[src/rtl/core/asm_pkg.sv]
// Shared types and constants for the accelerometer scale and magnitude block.
package asm_pkg;

  localparam int unsigned AxisW   = 16;
  localparam int unsigned MagInW  = 14;
  localparam int unsigned SqW     = 27;
  localparam int unsigned RadW    = 28;
  localparam int unsigned RootW   = 14;
  localparam int unsigned RemW    = 16;
  localparam int unsigned OutW    = 19;
  localparam int unsigned RangeW  = 2;
  localparam int unsigned NumCells = RootW;

  // Per-sample data that rides along with the square-root chain.
  typedef struct packed {
    logic signed [OutW-1:0] x_scaled;
    logic signed [OutW-1:0] y_scaled;
    logic signed [OutW-1:0] z_scaled;
    logic                   last;
    logic [RangeW-1:0]      range_shift;
  } side_t;

  // State held by one square-root cell.
  typedef struct packed {
    logic [RadW-1:0]  rad;
    logic [RemW-1:0]  rem;
    logic [RootW-1:0] root;
    side_t            side;
  } cell_t;

endpackage

[src/rtl/core/asm_front.sv]
// Front stages: axis clearing and scaling, per-axis squares, sum of squares.
module asm_front (
  input  logic                            clk_i,
  input  logic                            rst_ni,
  input  logic                            en_i,
  input  logic                            valid_i,
  input  logic [asm_pkg::AxisW-1:0]       x_raw_i,
  input  logic [asm_pkg::AxisW-1:0]       y_raw_i,
  input  logic [asm_pkg::AxisW-1:0]       z_raw_i,
  input  logic                            last_i,
  input  logic [asm_pkg::RangeW-1:0]      range_shift_i,
  output logic                            valid_o,
  output asm_pkg::cell_t                  data_o
);

  logic [asm_pkg::AxisW-1:0]  raw [3];
  logic [asm_pkg::OutW-1:0]   scaled [3];
  logic [asm_pkg::SqW-1:0]    sq_d [3];
  logic [asm_pkg::SqW-1:0]    sq_q [3];
  asm_pkg::side_t             side_d, side_q;
  logic                       vld1_q, vld2_q;
  asm_pkg::cell_t             cell_d, cell_q;

  assign raw[0] = x_raw_i;
  assign raw[1] = y_raw_i;
  assign raw[2] = z_raw_i;

  always_comb begin
    for (int k = 0; k < 3; k++) begin
      logic [asm_pkg::MagInW-1:0] u;
      logic [asm_pkg::MagInW-1:0] mag;
      logic [2*asm_pkg::MagInW-1:0] prod;
      logic signed [asm_pkg::OutW-1:0] ext;
      u    = raw[k][asm_pkg::AxisW-1:2];
      // 14-bit magnitude; the most negative code maps to 8192, which still fits
      mag  = u[asm_pkg::MagInW-1] ? (~u + 1'b1) : u;
      prod = mag * mag;
      sq_d[k] = prod[asm_pkg::SqW-1:0];
      ext  = asm_pkg::OutW'($signed({raw[k][asm_pkg::AxisW-1:2], 2'b00}));
      scaled[k] = ext << range_shift_i;
    end
  end

  always_comb begin
    side_d.x_scaled    = scaled[0];
    side_d.y_scaled    = scaled[1];
    side_d.z_scaled    = scaled[2];
    side_d.last        = last_i;
    side_d.range_shift = range_shift_i;
  end

  always_comb begin
    cell_d.rad  = asm_pkg::RadW'(sq_q[0]) + asm_pkg::RadW'(sq_q[1])
                + asm_pkg::RadW'(sq_q[2]);
    cell_d.rem  = '0;
    cell_d.root = '0;
    cell_d.side = side_q;
  end

  always_ff @(posedge clk_i or negedge rst_ni) begin
    if (!rst_ni) begin
      vld1_q <= 1'b0;
      vld2_q <= 1'b0;
    end else if (en_i) begin
      vld1_q <= valid_i;
      vld2_q <= vld1_q;
    end
  end

  always_ff @(posedge clk_i) begin
    if (en_i) begin
      sq_q   <= sq_d;
      side_q <= side_d;
      cell_q <= cell_d;
    end
  end

  assign valid_o = vld2_q;
  assign data_o  = cell_q;

endmodule

[src/rtl/core/asm_cell.sv]
// One square-root cell: brings in two radicand bits and decides one root bit.
module asm_cell (
  input  logic           clk_i,
  input  logic           rst_ni,
  input  logic           en_i,
  input  logic           valid_i,
  input  asm_pkg::cell_t data_i,
  output logic           valid_o,
  output asm_pkg::cell_t data_o
);

  logic [asm_pkg::RemW+1:0] rem_sh;
  logic [asm_pkg::RemW+1:0] trial;
  logic [asm_pkg::RemW+1:0] diff;
  logic                     take;
  asm_pkg::cell_t           cell_d, cell_q;
  logic                     vld_q;

  always_comb begin
    rem_sh = {data_i.rem, data_i.rad[asm_pkg::RadW-1 -: 2]};
    trial  = (asm_pkg::RemW+2)'({data_i.root, 2'b01});
    diff   = rem_sh - trial;
    take   = rem_sh >= trial;

    cell_d      = data_i;
    cell_d.rad  = {data_i.rad[asm_pkg::RadW-3:0], 2'b00};
    cell_d.rem  = take ? diff[asm_pkg::RemW-1:0] : rem_sh[asm_pkg::RemW-1:0];
    cell_d.root = {data_i.root[asm_pkg::RootW-2:0], take};
  end

  always_ff @(posedge clk_i or negedge rst_ni) begin
    if (!rst_ni) begin
      vld_q <= 1'b0;
    end else if (en_i) begin
      vld_q <= valid_i;
    end
  end

  always_ff @(posedge clk_i) begin
    if (en_i) begin
      cell_q <= cell_d;
    end
  end

  assign valid_o = vld_q;
  assign data_o  = cell_q;

endmodule

[src/rtl/core/accel_sample_scale_magnitude.sv]
// Top level: accelerometer sample scaler with vector magnitude pipeline.
//
// Each sample's axes are cleared of their two low bits and shifted by the
// configured range; the vector magnitude is the floor square root of the sum
// of squares of the 14-bit axis values, shifted by two plus the range. The
// block takes one sample per clock while the chain is not held; each passes
// through two front stages (squares, then their sum) and a chain of 14
// square-root cells, one root bit per cell. The last cell is the output
// register; while a result waits on m_axis_tready the whole chain holds, and
// s_axis_tready is high whenever the output is empty or being taken. The
// range register is sampled when a sample enters and may be written at any
// time the block is idle; cfg_ready_o is always high.
module accel_sample_scale_magnitude (
  input  logic        clk_i,
  input  logic        rst_ni,
  input  logic        cfg_valid_i,
  output logic        cfg_ready_o,
  input  logic [1:0]  cfg_data_i,      // range_shift
  input  logic        s_axis_tvalid,
  output logic        s_axis_tready,
  input  logic [47:0] s_axis_tdata,    // x_raw[15:0], y_raw[31:16], z_raw[47:32]
  input  logic        s_axis_tlast,    // last_in_burst
  output logic        m_axis_tvalid,
  input  logic        m_axis_tready,
  output logic [79:0] m_axis_tdata,    // x_scaled[18:0], y_scaled[37:19],
                                       // z_scaled[56:38], magnitude[75:57], zero pad
  output logic        m_axis_tlast     // last_out
);

  logic [asm_pkg::RangeW-1:0] range_q;
  logic                       en;
  logic                       vld [asm_pkg::NumCells+1];
  asm_pkg::cell_t             chain [asm_pkg::NumCells+1];
  asm_pkg::cell_t             res;
  logic [2:0]                 mag_shift;
  logic [asm_pkg::OutW-1:0]   magnitude;

  assign cfg_ready_o = 1'b1;

  always_ff @(posedge clk_i or negedge rst_ni) begin
    if (!rst_ni) begin
      range_q <= '0;
    end else if (cfg_valid_i) begin
      range_q <= cfg_data_i;
    end
  end

  // whole chain advances unless a finished result is stuck at the output
  assign en            = !vld[asm_pkg::NumCells] || m_axis_tready;
  assign s_axis_tready = en;

  asm_front u_front (
    .clk_i         (clk_i),
    .rst_ni        (rst_ni),
    .en_i          (en),
    .valid_i       (s_axis_tvalid),
    .x_raw_i       (s_axis_tdata[15:0]),
    .y_raw_i       (s_axis_tdata[31:16]),
    .z_raw_i       (s_axis_tdata[47:32]),
    .last_i        (s_axis_tlast),
    .range_shift_i (range_q),
    .valid_o       (vld[0]),
    .data_o        (chain[0])
  );

  for (genvar i = 0; i < asm_pkg::NumCells; i++) begin : g_cell
    asm_cell u_cell (
      .clk_i   (clk_i),
      .rst_ni  (rst_ni),
      .en_i    (en),
      .valid_i (vld[i]),
      .data_i  (chain[i]),
      .valid_o (vld[i+1]),
      .data_o  (chain[i+1])
    );
  end

  assign res       = chain[asm_pkg::NumCells];
  assign mag_shift = {1'b0, res.side.range_shift} + 3'd2;
  assign magnitude = asm_pkg::OutW'(res.root) << mag_shift;

  assign m_axis_tvalid = vld[asm_pkg::NumCells];
  assign m_axis_tlast  = res.side.last;
  assign m_axis_tdata  = {4'b0000, magnitude, res.side.z_scaled,
                          res.side.y_scaled, res.side.x_scaled};

  // a stalled chain keeps the occupancy of its first, middle and last stages
  a_stall_holds: assert property (@(posedge clk_i) disable iff (!rst_ni)
    !en |=> ($stable(vld[0]) && $stable(vld[asm_pkg::NumCells / 2])
             && $stable(vld[asm_pkg::NumCells])))
    else $error("pipeline occupancy changed during a stall");

  a_cfg_write: assert property (@(posedge clk_i) disable iff (!rst_ni)
    cfg_valid_i |=> range_q == $past(cfg_data_i))
    else $error("range register not updated by a request");

  a_mag_low_zero: assert property (@(posedge clk_i) disable iff (!rst_ni)
    m_axis_tvalid |-> m_axis_tdata[58:57] == 2'b00)
    else $error("magnitude low bits not clear");

  a_mag_bound: assert property (@(posedge clk_i) disable iff (!rst_ni)
    m_axis_tvalid |-> res.root <= asm_pkg::RootW'(14189))
    else $error("square root out of range");

endmodule
[config.mk]
export PLATFORM = sky130hd
export DESIGN_NAME = accel_sample_scale_magnitude
export DESIGN_NICKNAME = d
export VERILOG_FILES = /design/src/rtl/core/asm_pkg.sv /design/src/rtl/core/asm_front.sv /design/src/rtl/core/asm_cell.sv /design/src/rtl/core/accel_sample_scale_magnitude.sv
export SDC_FILE = /design/constraint.sdc
export NUM_CORES = 2
export LEC_CHECK = 0
export ABC_AREA = 1
export BUFFER_PORTS_ARGS = -buffer_cell sky130_fd_sc_hd__buf_4
export CAP_MARGIN = 20
export CORE_ASPECT_RATIO = 2
export CORE_MARGIN = 2
export CORE_UTILIZATION = 45
export CTS_CLUSTER_SIZE = 40
export DETAILED_ROUTE_END_ITERATION = 6
export SLEW_MARGIN = 20
export SYNTH_ARGS = -nofsm -noshare
export SYNTH_HDL_FRONTEND = slang
export SYNTH_SLANG_ARGS = --single-unit
export TNS_END_PERCENT = 20
[constraint.sdc]
create_clock -name clk_i -period 67.2 [get_ports clk_i]
set_input_delay 6.72 -clock clk_i [delete_from_list [all_inputs] [get_ports clk_i]]
set_output_delay 6.72 -clock clk_i [all_outputs]
set_load 0.05 [all_outputs]
After elaboration in Yosys (flattened, before gate mapping):

Index checks and enable logic that the tools add are counted.

* input bits: 56
* bits in writable memories: 0
* flip-flop bits (word level): 1569
* bits in latches: 0
* memory bits (read-only): 0
* memories kept: 0

* magnitude comparators: 14
* add/sub/neg operators: 19
* mux-type cells: 16
* shift operators: 4
* reduce and logical (&&, ||, !) cells: 2
* eq/ne operators: 0
* $mul: 3
* div/mod/pow operators: 0
* bitwise logic cells: 3

Operator list (number)
* $mux W16: 12
* $mul A14 B14 Y27: 3
* $shl A19 B2 Y19: 3
* $add A14 B1 Y14 const B: 3
* $mux W14: 3
* $not A14 Y14: 3
* $add A27 B27 Y28: 1
* $add A28 B27 Y28: 1
* $shl A14 B3 Y19: 1
* $ge A18 B10 Y1: 1
* $ge A18 B11 Y1: 1
* $ge A18 B12 Y1: 1
* $ge A18 B13 Y1: 1
* $ge A18 B14 Y1: 1
* $ge A18 B15 Y1: 1
* $ge A18 B3 Y1: 1
* $ge A18 B4 Y1: 1
* $ge A18 B5 Y1: 1
* $ge A18 B6 Y1: 1
* $ge A18 B7 Y1: 1
* $ge A18 B8 Y1: 1
* $ge A18 B9 Y1: 1
* $sub A16 B10 Y16: 1
* $sub A16 B11 Y16: 1
* other kinds (16): 16

Depth between registers and ports, before layout:

* depth in word-level cells: 4
* gate-level depth with buffers: 37

By module:

A second synthesis with hierarchy kept.

* cell total of the unflattened synthesis: 8550
* area, all modules: 96048.4 um^2

By module, submodules not included
* asm_cell: cells each 389, area an instance 4862.2 um^2, instances 14
* asm_front: cells each 2992, area an instance 27375.0 um^2, instances 1
* accel_sample_scale_magnitude: cells each 112, area an instance 603.1 um^2, instances 1

Worst setup path before layout:

No wires, ideal clock.

* path type: input -> output
* from: input m_axis_tready
* to: output s_axis_tready
* buffers on the path: 1
* path slack: 14.115 ns
* data arrival time: 46.365 ns
* stages on the path: 3
* cells stage by stage: inv_1 nand2_1 clkbuf_1

* word-level cells in the longest chain between the ends: 1

RTL lines
* start, declared: line accel_sample_scale_magnitude.sv:24 `input logic m_axis_tready,`
* $logic_or A1 B1 Y1: line accel_sample_scale_magnitude.sv:49 `assign en = !vld[asm_pkg::NumCells] || m_axis_tready;`
* end, declared: line accel_sample_scale_magnitude.sv:20 `output logic s_axis_tready,`

No other way between the ends.

Worst setup path after layout:

Ends and elaborated chain as after synthesis.

==> impl_metrics.py <==
metrics = {
    "outcome": {
        "status": "finished clean",
    },
    "detailed_routing": {
        "drt_iter0_markers": 2072,
        "wl_met1_mm": 47.96,
        "avgViaCountPerCell": 5.034,
        "drtPass1Iterations": 7,
        "wl_per_cell_um": 19.23,
        "routed_wl_mm": 161.9,
        "drcViolationCount": 0,
        "wl_met2_mm": 97.27,
        "dr.max_layer_used": "met5",
        "drtAntennaViolNets": 0,
        "dr_wl_met3_mm": 4.110,
        "vias": 42390,
    },
    "setup_path": {
        "cp.required_ns": 60.48,
        "path_common_cell": "buf_4",
        "cp.arrival_ns": 7.55,
        "setup.worst_path.end_class": "output port",
        "critPathKind": "input pin to output port",
        "slowest_delay_ns": 0.38,
        "reg2reg_to": "g_cell[2].u_cell.data_o[10]",
        "reg2reg_depth": 5,
        "path_max_fanout": 36,
        "crit_path_start": "m_axis_tready",
        "crit_chain": "buf_4, inv_1, nand2_4, buf_4",
        "timing.rr.start": "g_cell[13].u_cell.valid_o",
        "crit_path_start_kind": "input pin",
        "r2r_slack_ns": 62.56,
        "slowest_stage": "nand2_4",
    },
    "placed_design": {
        "dpl.hpwl_mm": 127.7,
        "gp_congestion": 0.9181,
        "numPortBuffers": 120,
    },
    "clock_network": {
        "cts_made_buffers": 120,
        "root_buffer": "clkbuf_16",
        "post_cts_resized": 0,
        "clkLatencyLatePin_ns": 0.73,
        "cts.sinks": 1467,
        "cts_tree": "done",
        "cts_setup_buffers": 0,
        "path_clk_slew_ns": 0.07,
        "holdBufCountCts": 0,
        "clock_path_buffers": 3,
        "ctsHtreeMaxLevel": 3,
    },
    "synthesis": {
        "postSynthCellCount": 6005,
        "synth_flop_cell": "edfxtp_1",
        "syn_area_sq_mm": 0.07412,
        "synth-async-reset-ratio": 0.01227,
        "ys_ff_latch": 1467,
        "synthDistinctLibCells": 62,
        "synth-simple-area-share": 0.09699,
        "muxShareOfSynthArea": 0.004811,
        "synth-edff-count": 1449,
        "ys_seq_area_frac": 0.5931,
        "yosys_warnings": 0,
        "synth_top_family_by_area": "adder cells",
        "synth_compound_area_frac": 0.04887,
        "synthAdderAreaFrac": 0.1679,
        "yosys.area_share.xor_xnor": 0.02480,
        "syn-mean-instance-area_sq_um": 12.34,
    },
    "die": {
        "start_util": 0.4528,
        "boundaryPins": 140,
        "dieArea_sq_mm": 0.1682,
        "die-width_um": 291.0,
        "row_count": 210,
        "core-area_sq_mm": 0.1637,
        "chipHeight_um": 578.0,
    },
    "sta": {
        "hold_viol": 0,
        "skew_ns": 0.05138,
        "rsz0062_at_grt": "no",
        "setup-tns-final_ns": 0,
        "period_minus_slack_ns": 14.27,
        "finalSetupViolations": 0,
        "period_share": 0.2124,
        "slew_violations": 0,
        "tightest_slew_ns": 1.027,
        "max-slew-margin-rel": 0.3155,
        "fmax_mhz": 70.07,
    },
    "grt": {
        "grt_use_total": 0.1949,
        "antenna_found_initial": 7,
        "overflow": 0,
        "grt_first_pass_wirelength_mm": 247.3,
        "grt_max_degree": 89,
        "grt_pass1_vias": 45080,
    },
    "cells_and_area": {
        "final_common_cell": "edfxtp_1",
        "n_fill_cell": 14440,
        "syn_to_final_growth_pct": 9.581,
        "layout.cells.most_common_list": "1,449 x edfxtp_1, 1,006 x inv_1, 913 x nand2_1",
        "final_net_count": 7018,
        "regArea_sq_mm": 0.04396,
        "multi_input_area_sq_mm": 0.02563,
        "layout-drive-gt1-share": 0.07277,
    },
    "worst_hold_path": {
        "min_path_cells": 0,
        "hold_end": "g_cell[4].u_cell.data_o[112]",
        "worstHoldStart": "g_cell[3].u_cell.data_o[110]",
        "hp-class": "flip-flop to flip-flop",
    },
    "flow_run": {
        "drv_cap": 0,
    },
}
==> logic make-up after synthesis <==
logic type	count (synthesis)
adder cells (fa/ha/maj)	771
buffers and inverters	1162
XOR/XNOR	206
AND/OR/NAND/NOR	1707
multiplexers	34
AO/OA/AOI/OAI	656
other	2
flip-flops	1467
==> state kept, by name, indices dropped and copies added (netlist names) <==
signal / flops
u_front.data_o: 82
u_front.sq_q: 78
range_q: 2
u_front.vld1_q: 1
u_front.valid_o: 1
u_front.cell_d: 54
g_cell.u_cell.data_o: 1235
g_cell.u_cell.valid_o: 14
==> synth_stat cells, types with 34 or more instances <==
| cell | n | area [sq um] |
|---|---|---|
| edfxtp_1 | 1449 | 43510 |
| inv_1 | 1007 | 3780 |
| nand2_1 | 914 | 3431 |
| nor2_1 | 401 | 1505 |
| ha_1 | 398 | 4980 |
| fa_1 | 373 | 7467 |
| o21ai_0 | 268 | 1341 |
| a21oi_1 | 231 | 1156 |
| nand3_1 | 170 | 850.8 |
| xor2_1 | 132 | 1156 |
| buf_4 | 74 | 555.5 |
| xnor2_1 | 71 | 621.9 |
| nor3_1 | 70 | 350.3 |
| nand4_1 | 46 | 287.8 |
| clkbuf_1 | 34 | 127.6 |
==> per-layer routing <==
layer / vias to the layer above / GRT usage
met5: - / 0
met4: 4 / 0.1331
met3: 456 / 0.01973
met2: 836 / 0.4134
met1: 20670 / 0.1623
li1: 20420 / -
==> critical path: cells and delay by family <==
family / cells / cell delay [ns]
and+or+nand+nor: 1 / 0.38
buffers and inverters: 3 / 0.44
==> final cells by class <==
class | count | share of cell area
Antenna cell | 5 | 0.0001540
Clock buffer | 144 | 0.03808
Clock inverter | 81 | 0.01058
Inverter | 1031 | 0.04768
Multi-Input combinational cell | 3420 | 0.3156
Sequential cell | 1467 | 0.5413
Tap cell | 2120 | 0.03266
Timing Repair Buffer | 151 | 0.01400
==> worst max-delay path by stage <==
stage                  endpoint  cells after the start  slack, ns
6_report          s_axis_tready                      4      52.93
4_1_cts           s_axis_tready                      4      52.87
5_1_grt           s_axis_tready                      4      52.85
3_5_place_dp   u_front.sq_q[71]                     26      52.53
2_1_floorplan     s_axis_tready                      3      14.11
3_3_place_gp   u_front.sq_q[80]                     27      52.59
==> metrics by stage <==
stage / setup WS, ns / util / std cells / area [sq um] / hold slack (ns)
floorplan: 14.11 / - / 6049 / 74290 / 0.4003
global placement: 52.59 / 0.4720 / 8189 / 77260 / 0.4006
detailed placement: 52.53 / 0.4720 / 8189 / 77260 / 0.4045
CTS: 52.87 / 0.4961 / 8414 / 81210 / 0.3640
global route: 52.85 / 0.4962 / 8419 / 81230 / 0.3787
finish: 52.93 / 0.4962 / 8419 / 81230 / 0.3708
Power is not shown: default switching activity piles up to over one toggle a cycle in this logic, so the estimate is an artifact.
